==> config.mk <==
export PLATFORM = sky130hd
export DESIGN_NAME = enhanced_clock_page_replacement_unit_flat
export DESIGN_NICKNAME = d
export VERILOG_FILES = /design/src/rtl/ecpr_pkg.sv /design/src/rtl/ecpr_if.sv /design/src/rtl/ecpr_cell.sv /design/src/rtl/ecpr_find.sv /design/src/rtl/enhanced_clock_page_replacement_unit.sv /design/src/flat_wrapper.sv
export SDC_FILE = /design/constraint.sdc
export NUM_CORES = 2
export LEC_CHECK = 0
export BUFFER_PORTS_ARGS = -buffer_cell sky130_fd_sc_hd__buf_2
export CORE_MARGIN = 5
export CORE_UTILIZATION = 35
export DETAILED_ROUTE_END_ITERATION = 8
export PLACE_DENSITY = 0.61
export SYNTH_ARGS = -nofsm -noshare
export SYNTH_HDL_FRONTEND = slang
export SYNTH_SLANG_ARGS = --single-unit
==> constraint.sdc <==
create_clock -name clk -period 7.75 [get_ports clk]
set_input_delay 0.775 -clock clk [delete_from_list [all_inputs] [get_ports clk]]
set_output_delay 0.775 -clock clk [all_outputs]
set_load 0.01 [all_outputs]
==> src/rtl/ecpr_pkg.sv <==
// package for the enhanced clock page replacement unit
// frame count, field widths, cell control types and the one-hot encoder
// no dependencies
`default_nettype none

package ecpr_pkg;

	localparam int FRAMES  = 64;
	localparam int FRAME_W = (FRAMES > 1) ? $clog2(FRAMES) : 1;

	localparam int KIND_W   = 2;
	localparam int OWNER_W  = 16;
	localparam int PAGE_W   = 20;
	localparam int TGT_W    = 8;
	localparam int CHOSEN_W = 6;

	typedef logic [FRAMES-1:0]   vec_t;
	typedef logic [FRAME_W-1:0]  idx_t;
	typedef logic [KIND_W-1:0]   kind_t;
	typedef logic [OWNER_W-1:0]  owner_t;
	typedef logic [PAGE_W-1:0]   page_t;
	typedef logic [TGT_W-1:0]    tgt_t;
	typedef logic [CHOSEN_W-1:0] chosen_t;

	// item kinds
	localparam kind_t KIND_FAULT  = 2'd0;
	localparam kind_t KIND_REF    = 2'd1;
	localparam kind_t KIND_MODIFY = 2'd2;

	// broadcast controls from the sequencer to every cell
	typedef struct packed {
		logic mark;
		logic mark_dirty;
		logic place;
		logic place_dirty;
		logic clr_all;
		logic clr_range;
		logic hand_adv;
	} cell_ctl_t;

	// state one cell shows to the sequencer
	typedef struct packed {
		logic occ;
		logic refd;
		logic dirty;
		logic hand;
	} cell_st_t;

	// one-hot vector to frame index
	function automatic idx_t onehot_idx(input vec_t v);
		idx_t r;
		r = '0;
		for (int i = 0; i < FRAMES; i++) begin
			if (v[i]) r = r | idx_t'(i);
		end
		return r;
	endfunction

endpackage

`default_nettype wire

==> src/rtl/ecpr_if.sv <==
// valid/ready channels of the enhanced clock page replacement unit
// command channel into the block and result channel out of it
// depends on ecpr_pkg
`default_nettype none

interface ecpr_cmd_if;
	logic                valid;
	logic                ready;
	ecpr_pkg::kind_t     kind;
	ecpr_pkg::owner_t    owner_id;
	ecpr_pkg::page_t     page_number;
	logic                dirty_in;
	ecpr_pkg::tgt_t      target_frame;

	modport source (output valid, kind, owner_id, page_number, dirty_in, target_frame,
		input ready);
	modport sink (input valid, kind, owner_id, page_number, dirty_in, target_frame,
		output ready);
endinterface

interface ecpr_res_if;
	logic                valid;
	logic                ready;
	ecpr_pkg::chosen_t   chosen_frame;
	logic                evicted_valid;
	ecpr_pkg::page_t     evicted_page;
	logic                evicted_dirty;

	modport source (output valid, chosen_frame, evicted_valid, evicted_page, evicted_dirty,
		input ready);
	modport sink (input valid, chosen_frame, evicted_valid, evicted_page, evicted_dirty,
		output ready);
endinterface

`default_nettype wire

==> src/rtl/ecpr_cell.sv <==
// one frame cell: occupied, referenced and dirty bits plus its share of the clock hand
// when the hand moves, the hand bit is set if the neighbor below is the victim
// depends on ecpr_pkg
`default_nettype none

module ecpr_cell (
	input  wire                      clk,
	input  wire                      arst_n,
	input  wire ecpr_pkg::cell_ctl_t ctl,
	input  wire                      first,
	input  wire                      tgt_hit,
	input  wire                      vict_hit,
	input  wire                      vict_prev,
	input  wire                      in_range,
	output ecpr_pkg::cell_st_t       st
);

	logic occ_q;
	logic refd_q;
	logic dirty_q;
	logic hand_q;

	// frame bits: marks, clock sweeps and page placement
	always_ff @(posedge clk or negedge arst_n) begin
		if (!arst_n) begin
			occ_q   <= 1'b0;
			refd_q  <= 1'b0;
			dirty_q <= 1'b0;
			hand_q  <= first;
		end else begin
			if (ctl.mark && tgt_hit) begin
				refd_q <= 1'b1;
				if (ctl.mark_dirty) dirty_q <= 1'b1;
			end
			if (ctl.clr_all || (ctl.clr_range && in_range)) begin
				refd_q <= 1'b0;
			end
			if (ctl.place && vict_hit) begin
				occ_q   <= 1'b1;
				refd_q  <= 1'b1;
				dirty_q <= ctl.place_dirty;
			end
			// hand lands one frame past the victim
			if (ctl.hand_adv) hand_q <= vict_prev;
		end
	end

	assign st = '{occ: occ_q, refd: refd_q, dirty: dirty_q, hand: hand_q};

endmodule

`default_nettype wire

==> src/rtl/ecpr_find.sv <==
// rotating priority search over the frame vector
// returns the first requesting frame at or after a one-hot start, wrapping around
// depends on ecpr_pkg
`default_nettype none

module ecpr_find (
	input  wire ecpr_pkg::vec_t req,
	input  wire ecpr_pkg::vec_t start,
	output ecpr_pkg::vec_t      grant,
	output logic                found
);

	ecpr_pkg::vec_t upper;
	ecpr_pkg::vec_t upper_pick;
	ecpr_pkg::vec_t lower_pick;

	// requests at or above the start, then lowest set bit of each side
	assign upper      = req & ~(start - ecpr_pkg::vec_t'(1));
	assign upper_pick = upper & (~upper + ecpr_pkg::vec_t'(1));
	assign lower_pick = req & (~req + ecpr_pkg::vec_t'(1));

	assign grant = (|upper) ? upper_pick : lower_pick;
	assign found = |req;

endmodule

`default_nettype wire

==> src/rtl/enhanced_clock_page_replacement_unit.sv <==
// Top level: enhanced second-chance clock page replacement over a row of frame cells.
// Mark items (referenced / modified) are applied as they are taken; the next item is taken right after.
// A fault into a free frame runs a free search and the place step; with eviction it runs the
// free search, clean, dirty and last passes as needed, a page read and the place step, then goes idle.
// A result sits in an output register; the next item is taken while it waits.
// Reset empties every frame, clears referenced and dirty bits and puts the hand on frame 0.
`default_nettype none

module enhanced_clock_page_replacement_unit (
	input  wire           clk,
	input  wire           arst_n,
	ecpr_cmd_if.sink      cmd,
	ecpr_res_if.source    res
);

	typedef enum logic [5:0] {
		S_IDLE   = 6'b000001,
		S_FREE   = 6'b000010,
		S_SRCH_A = 6'b000100,
		S_SRCH_B = 6'b001000,
		S_SRCH_C = 6'b010000,
		S_PLACE  = 6'b100000
	} state_t;

	state_t state_q;
	state_t state_d;
	logic   read_q;

	ecpr_pkg::vec_t     vict_q;
	ecpr_pkg::vec_t     vict_d;
	logic               evict_q;
	logic               evict_d;
	ecpr_pkg::page_t    page_q;
	logic               dirty_in_q;

	ecpr_pkg::vec_t     occ_vec;
	ecpr_pkg::vec_t     refd_vec;
	ecpr_pkg::vec_t     dirty_vec;
	ecpr_pkg::vec_t     hand_vec;
	ecpr_pkg::cell_st_t cell_st [ecpr_pkg::FRAMES];

	ecpr_pkg::vec_t     find_req;
	ecpr_pkg::vec_t     find_start;
	ecpr_pkg::vec_t     grant;
	logic               found;
	ecpr_pkg::vec_t     range_vec;

	ecpr_pkg::cell_ctl_t ctl;
	ecpr_pkg::idx_t      vict_idx;
	logic                out_free;
	logic                accept;

	ecpr_pkg::page_t     page_mem [ecpr_pkg::FRAMES];
	ecpr_pkg::page_t     rd_page_q;

	logic                res_valid_q;
	ecpr_pkg::chosen_t   chosen_q;
	logic                ev_valid_q;
	ecpr_pkg::page_t     ev_page_q;
	logic                ev_dirty_q;

	assign accept   = cmd.valid && cmd.ready;
	assign out_free = !res_valid_q || res.ready;
	assign vict_idx = ecpr_pkg::onehot_idx(vict_q);

	// row of frame cells
	for (genvar i = 0; i < ecpr_pkg::FRAMES; i++) begin : g_cell
		ecpr_cell u_cell (
			.clk      (clk),
			.arst_n   (arst_n),
			.ctl      (ctl),
			.first    (i == 0),
			.tgt_hit  (cmd.target_frame == ecpr_pkg::tgt_t'(i)),
			.vict_hit (vict_q[i]),
			.vict_prev(vict_q[(i + ecpr_pkg::FRAMES - 1) % ecpr_pkg::FRAMES]),
			.in_range (range_vec[i]),
			.st       (cell_st[i])
		);
		assign occ_vec[i]   = cell_st[i].occ;
		assign refd_vec[i]  = cell_st[i].refd;
		assign dirty_vec[i] = cell_st[i].dirty;
		assign hand_vec[i]  = cell_st[i].hand;
	end

	// search request per pass: free frames, clean unreferenced, dirty unreferenced
	always_comb begin
		find_req   = ~refd_vec & ~dirty_vec;
		find_start = hand_vec;
		case (state_q)
			S_FREE: begin
				find_req   = ~occ_vec;
				find_start = ecpr_pkg::vec_t'(1);
			end
			S_SRCH_B: find_req = ~refd_vec & dirty_vec;
			default:  find_req = ~refd_vec & ~dirty_vec;
		endcase
	end

	ecpr_find u_find (
		.req  (find_req),
		.start(find_start),
		.grant(grant),
		.found(found)
	);

	// frames swept from the hand up to the victim lose their referenced bit
	always_comb begin
		if (grant >= hand_vec) begin
			range_vec = ~(hand_vec - ecpr_pkg::vec_t'(1)) & (grant - ecpr_pkg::vec_t'(1));
		end else begin
			range_vec = ~(hand_vec - ecpr_pkg::vec_t'(1)) | (grant - ecpr_pkg::vec_t'(1));
		end
	end

	// sequencer
	always_comb begin
		state_d = state_q;
		vict_d  = vict_q;
		evict_d = evict_q;
		ctl     = '0;
		ctl.mark_dirty  = (cmd.kind == ecpr_pkg::KIND_MODIFY) && cmd.dirty_in;
		ctl.place_dirty = dirty_in_q;
		case (state_q)
			S_IDLE: begin
				if (accept) begin
					if (cmd.kind == ecpr_pkg::KIND_FAULT) begin
						state_d = S_FREE;
					end else if ((cmd.kind == ecpr_pkg::KIND_REF) ||
						(cmd.kind == ecpr_pkg::KIND_MODIFY)) begin
						ctl.mark = 1'b1;
					end
				end
			end
			S_FREE: begin
				vict_d = grant;
				if (found) begin
					evict_d = 1'b0;
					state_d = S_PLACE;
				end else begin
					evict_d = 1'b1;
					state_d = S_SRCH_A;
				end
			end
			S_SRCH_A: begin
				vict_d  = grant;
				state_d = found ? S_PLACE : S_SRCH_B;
			end
			S_SRCH_B: begin
				vict_d = grant;
				if (found) begin
					ctl.clr_range = 1'b1;
					state_d = S_PLACE;
				end else begin
					ctl.clr_all = 1'b1;
					state_d = S_SRCH_C;
				end
			end
			S_SRCH_C: begin
				// every frame is dirty when nothing clean turns up: the hand frame goes
				vict_d  = found ? grant : hand_vec;
				state_d = S_PLACE;
			end
			S_PLACE: begin
				if (out_free && !read_q) begin
					ctl.place    = 1'b1;
					ctl.hand_adv = evict_q;
					state_d      = S_IDLE;
				end
			end
			default: state_d = S_IDLE;
		endcase
	end

	always_ff @(posedge clk or negedge arst_n) begin
		if (!arst_n) begin
			state_q <= S_IDLE;
			read_q  <= 1'b0;
		end else begin
			state_q <= state_d;
			// page read flag, set as an eviction victim is chosen; the place step waits while it is up
			read_q  <= evict_d && (state_q != S_PLACE) && (state_d == S_PLACE);
		end
	end

	always_ff @(posedge clk) begin
		vict_q  <= vict_d;
		evict_q <= evict_d;
		if (accept) begin
			page_q     <= cmd.page_number;
			dirty_in_q <= cmd.dirty_in;
		end
	end

	// page number store, registered read
	always_ff @(posedge clk) begin
		if (ctl.place) page_mem[vict_idx] <= page_q;
		if (read_q) rd_page_q <= page_mem[vict_idx];
	end

	// result register
	always_ff @(posedge clk or negedge arst_n) begin
		if (!arst_n) begin
			res_valid_q <= 1'b0;
		end else if (ctl.place) begin
			res_valid_q <= 1'b1;
		end else if (res.ready) begin
			res_valid_q <= 1'b0;
		end
	end

	always_ff @(posedge clk) begin
		if (ctl.place) begin
			chosen_q   <= ecpr_pkg::chosen_t'(vict_idx);
			ev_valid_q <= evict_q;
			ev_page_q  <= evict_q ? rd_page_q : '0;
			ev_dirty_q <= evict_q && (|(dirty_vec & vict_q));
		end
	end

	assign cmd.ready         = (state_q == S_IDLE);
	assign res.valid         = res_valid_q;
	assign res.chosen_frame  = chosen_q;
	assign res.evicted_valid = ev_valid_q;
	assign res.evicted_page  = ev_page_q;
	assign res.evicted_dirty = ev_dirty_q;

endmodule

`default_nettype wire

==> src/flat_wrapper.sv <==
// flat-port wrapper written by rule: the top's interface ports become plain ports
module enhanced_clock_page_replacement_unit_flat 
  (clk, arst_n, cmd_valid, cmd_kind, cmd_owner_id, cmd_page_number, cmd_dirty_in, cmd_target_frame, cmd_ready, res_valid, res_chosen_frame, res_evicted_valid, res_evicted_page, res_evicted_dirty, res_ready);
  ecpr_cmd_if cmd_i ();
  ecpr_res_if res_i ();
  input  wire clk;
  input  wire arst_n;
  input wire logic [$bits(cmd_i.valid)-1:0] cmd_valid;
  input wire logic [$bits(cmd_i.kind)-1:0] cmd_kind;
  input wire logic [$bits(cmd_i.owner_id)-1:0] cmd_owner_id;
  input wire logic [$bits(cmd_i.page_number)-1:0] cmd_page_number;
  input wire logic [$bits(cmd_i.dirty_in)-1:0] cmd_dirty_in;
  input wire logic [$bits(cmd_i.target_frame)-1:0] cmd_target_frame;
  output wire logic [$bits(cmd_i.ready)-1:0] cmd_ready;
  output wire logic [$bits(res_i.valid)-1:0] res_valid;
  output wire logic [$bits(res_i.chosen_frame)-1:0] res_chosen_frame;
  output wire logic [$bits(res_i.evicted_valid)-1:0] res_evicted_valid;
  output wire logic [$bits(res_i.evicted_page)-1:0] res_evicted_page;
  output wire logic [$bits(res_i.evicted_dirty)-1:0] res_evicted_dirty;
  input wire logic [$bits(res_i.ready)-1:0] res_ready;
  assign cmd_i.valid = cmd_valid;
  assign cmd_i.kind = cmd_kind;
  assign cmd_i.owner_id = cmd_owner_id;
  assign cmd_i.page_number = cmd_page_number;
  assign cmd_i.dirty_in = cmd_dirty_in;
  assign cmd_i.target_frame = cmd_target_frame;
  assign cmd_ready = cmd_i.ready;
  assign res_valid = res_i.valid;
  assign res_chosen_frame = res_i.chosen_frame;
  assign res_evicted_valid = res_i.evicted_valid;
  assign res_evicted_page = res_i.evicted_page;
  assign res_evicted_dirty = res_i.evicted_dirty;
  assign res_i.ready = res_ready;
  enhanced_clock_page_replacement_unit u_core (.clk(clk), .arst_n(arst_n), .cmd(cmd_i), .res(res_i));
endmodule
==> summary.md <==
| Metric | Value |
|---|---|
| Outcome | `completed` |
| CTS tree | `done` |
| Gpl congestion | `1.043` |
| Clk_skew | `0.07965 ns` |
| Pin count of the biggest net entering global routing | `127` |
| Final Slew Violations | `0` |
| Global-route wire length before repair | `448.0 mm` |
| Post-synth ARST share | `15.73%` |
| Via/cell ratio | `6.105` |
| IO Count | `81` |
| TritonRoute pass-1 iters | `6` |
| CP Data Required Time | `8.48 ns` |
| Num Clock Sinks | `1678` |
| Post-synthesis sequential area ratio | `64.33%` |
| Fmax | `130.9 MHz` |
| Core Rows | `171` |
| Sw power | `4.725 mW` |
| Worst hold path class | `in2reg` |
| H-tree depth | `4` |
| Max Root-Sink Buffers | `3` |
| Ys Warns | `0` |
| Clock slew at reported path FFs | `0.07 ns` |
| Post-Route WL | `322.9 mm` |
| Most frequent CP cell | `buf_4` |
| CP startpoint kind | `flip-flop` |
| Final net count | `7222` |
| Initial antenna violation count | `20` |
| Routed wire per std cell | `31.92 µm` |
| Placed Area | `85340 µm²` |
| #FFs+latches synth | `1678` |
| GRT Total Usage | `27.25%` |
| Crit Path Class | `reg2reg` |
| Combinational power share | `6.2%` |
| Hold Vio Cnt, Final | `0` |
| 1st-iter DRT viols | `8296` |
| Die Area | `227300 µm²` |
| Max incr delay on CP | `0.64 ns` |
| Worst skew pair latency | `0.86 ns` |
| Initial Util | `35.15%` |
| Clock power share | `44.2%` |
| Layout cells sized above 1 | `19.91%` |
| Final period util | `98.60%` |
| Peak supply drop | `194.4 µV` |
| Power density cells | `218.2 nW/µm²` |
| Die Span Y | `476.8 µm` |
| Worst EP arrival | `8.38 ns` |
| Setup WS post-layout | `0.1081 ns` |
| Fin Hold WS | `0.08582 ns` |
| Leak Pwr | `33.77 nW` |
| CTS Buf Count | `180` |
| Synth Cell Area | `76270 µm²` |
| CP Capture Type | `flip-flop` |
| Cell variety after synth | `115` |
| Final setup viols | `0` |
| Internal | `15.32 mW` |
| Critical path fanouts, max | `13` |
| Worst Tran Pin Value | `1.345 ns` |
| PortBufs | `64` |
| Post-DRT Antenna Nets | `0` |
| Post-synth EDFFs | `1413` |
| Post-DP HPWL | `216.7 mm` |
| Vias in the first global route | `58360` |
| Die Width | `476.8 µm` |
| Rel. slew slack | `9.197%` |
| Root buffer cell | `clkbuf_16` |
| CP max stage cell | `or4_4` |
| Layout Cells excl Fill | `10120` |
| Total grt overflow | `0` |
| Synth Flop Type | `edfxtp_1` |
| Placeable Area | `217000 µm²` |
| Net switching share of the total power | `23.57%` |
| Core Util, Final | `42.34%` |
| Synth-to-layout area growth | `20.45%` |
| Period minus WS final | `7.642 ns` |
| Syn nets | `6578` |
| # DRC | `0` |
| Post-Place Cells | `9757` |
| Cells after Synth | `6458` |
| Number of max-cap violations | `0` |
| Final instance area | `91870 µm²` |
| Syn_area_per_cell | `11.81 µm²` |
| Seq pwr share | `49.6%` |
| Total number of vias | `61750` |
| Place WS | `-0.6760 ns` |
| Fillcell total | `20250` |
## layer usage
layer	GRT usage, %	part of all wire (%)
met5	0	0.043
met4	17.74	7.9
met3	6.908	11
met2	41.62	44
met1	34.43	37
## kinds of logic (layout without fill, tap and decap cells)
family / Yosys count / count (layout) / share of synthesized area (%)
and+or+nand+nor: 2136 / 2138 / 13.61
DFF: 1678 / 1678 / 64.33
muxes: 136 / 136 / 1.898
buffers and inverters: 512 / 1304 / 2.666
adders and majority gates: 101 / 101 / 1.559
other: 0 / 10 / 0
AOI/OAI and AO/OA: 1827 / 1827 / 15.16
xor gates and xnor gates: 68 / 68 / 0.7809
## path summary, 6_finish.rpt
kind	to	cells past startpoint	startpoint	slack, ns
hold reg to reg	u_core.g_cell[54].u_cell.occ_q	1	u_core.g_cell[54].u_cell.occ_q	0.47
hold / removal	u_core.page_q[12]	1	cmd_page_number[12]	0.09
min in group asynchronous	u_core.g_cell[7].u_cell.hand_q	2	arst_n	0.55
setup / recovery	u_core.g_cell[10].u_cell.refd_q	32	u_core.state_q[0]	0.11
max in group asynchronous	u_core.g_cell[36].u_cell.refd_q	3	arst_n	5.79
setup reg to reg	u_core.g_cell[10].u_cell.refd_q	32	u_core.state_q[0]	0.11
## per-stage QoR
| step | total power [mW] | setup TNS, ns |
|---|---|---|
| floorplan | 10.62 | 0 |
| global placement | 11.30 | -23.84 |
| global route | 20.56 | -0.08518 |
| CTS | 20.08 | 0 |
| detailed placement | 11.31 | -26.58 |
| finish | 20.05 | 0 |
## what timing repair did
| item | in CTS | in global routing |
|---|---|---|
| gates cloned | 0 | 2 |
| hold buffers | 1 | 0 |
| resized for setup | 20 | 41 |
| pin swaps | 2 | 11 |
| setup buffers | 2 | 12 |
| hold endpoints to repair | 7 | 0 |
| endpoints found under the setup margin | 64 | 64 |
## cell usage in the layout, fill, tap and decap left out, drive strengths merged, types with 73 or more instances in the layout
cell type  count
a211oi       105
a21oi        806
a221oi       104
a22oi         85
a31oi         73
buf          868
clkbuf       227
clkinv        77
dfrtp        262
edfxtp      1413
inv          105
nand2        826
nand2b        89
nand3        140
nand4         98
nor2         413
nor3         138
nor4         103
o21ai        207
o22ai         74
or3           95
## cells in the mapped netlist, drive strengths merged, types with 42 or more instances
library cell | number | area share (%)
edfxtp | 1413 | 56
nand2 | 826 | 4.1
a21oi | 806 | 5.3
nor2 | 413 | 2.0
clkbuf | 286 | 1.4
dfrtp | 262 | 8.6
o21ai | 207 | 1.4
nand3 | 140 | 0.94
nor3 | 138 | 0.91
buf | 123 | 0.75
a211oi | 105 | 1.1
a221oi | 104 | 1.2
nor4 | 103 | 1.0
inv | 102 | 0.50
nand4 | 98 | 0.82
or3 | 95 | 0.80
nand2b | 89 | 0.73
a22oi | 85 | 0.84
o22ai | 74 | 0.61
a31oi | 73 | 0.63
a21o | 69 | 0.68
ha | 69 | 1.1
mux2 | 69 | 1.0
mux2i | 67 | 0.88
xnor2 | 67 | 0.77
and2 | 42 | 0.34
## power groups by stage
stage / clock network (mW) / logic, mW / registers, mW
6_report: 8.86 / 1.24 / 9.95
5_1_grt: 9.33 / 1.29 / 9.95
4_1_cts: 8.94 / 1.20 / 9.94
3_5_place_dp: 0 / 1.19 / 10.1
3_3_place_gp: 0 / 1.17 / 10.1
2_1_floorplan: 0 / 0.463 / 10.2
## cell type report
class | count | area [µm²] | share of cell area (%)
antenna | 10 | 25.02 | 0.02724
clock inverter | 105 | 1325 | 1.442
timing repair buffer | 869 | 6813 | 7.416
tap | 2854 | 3571 | 3.887
multi-input combinational | 4270 | 25920 | 28.21
clock buffer | 227 | 4742 | 5.162
inverter | 103 | 406.6 | 0.4426
sequential | 1678 | 49060 | 53.41
## worst max-delay path, delay by kind of cell, from the launching register on
kind            cells  cell delay (ns)
buf+inv             8             1.53
simple gates       11             3.45
fa+ha+maj           2             0.57
compound gates     11             1.61
flops               1             0.40
## registers in the layout, summed over array words and instances, names as in the netlist, 6 cells and up
| signal | count |
|---|---|
| u_core.page_q | 20 |
| u_core.g_cell.u_cell.refd_q | 64 |
| u_core.vict_q | 64 |
| u_core.g_cell.u_cell.hand_q | 64 |
| u_core.res.evicted_page | 20 |
| u_core.res.chosen_frame | 6 |
| u_core.g_cell.u_cell.occ_q | 64 |
| u_core.g_cell.u_cell.dirty_q | 64 |
| u_core.page_mem | 1280 |
| u_core.rd_page_q | 20 |
| u_core.state_q | 6 |
Note: power is estimated with default switching activity, not from simulation.
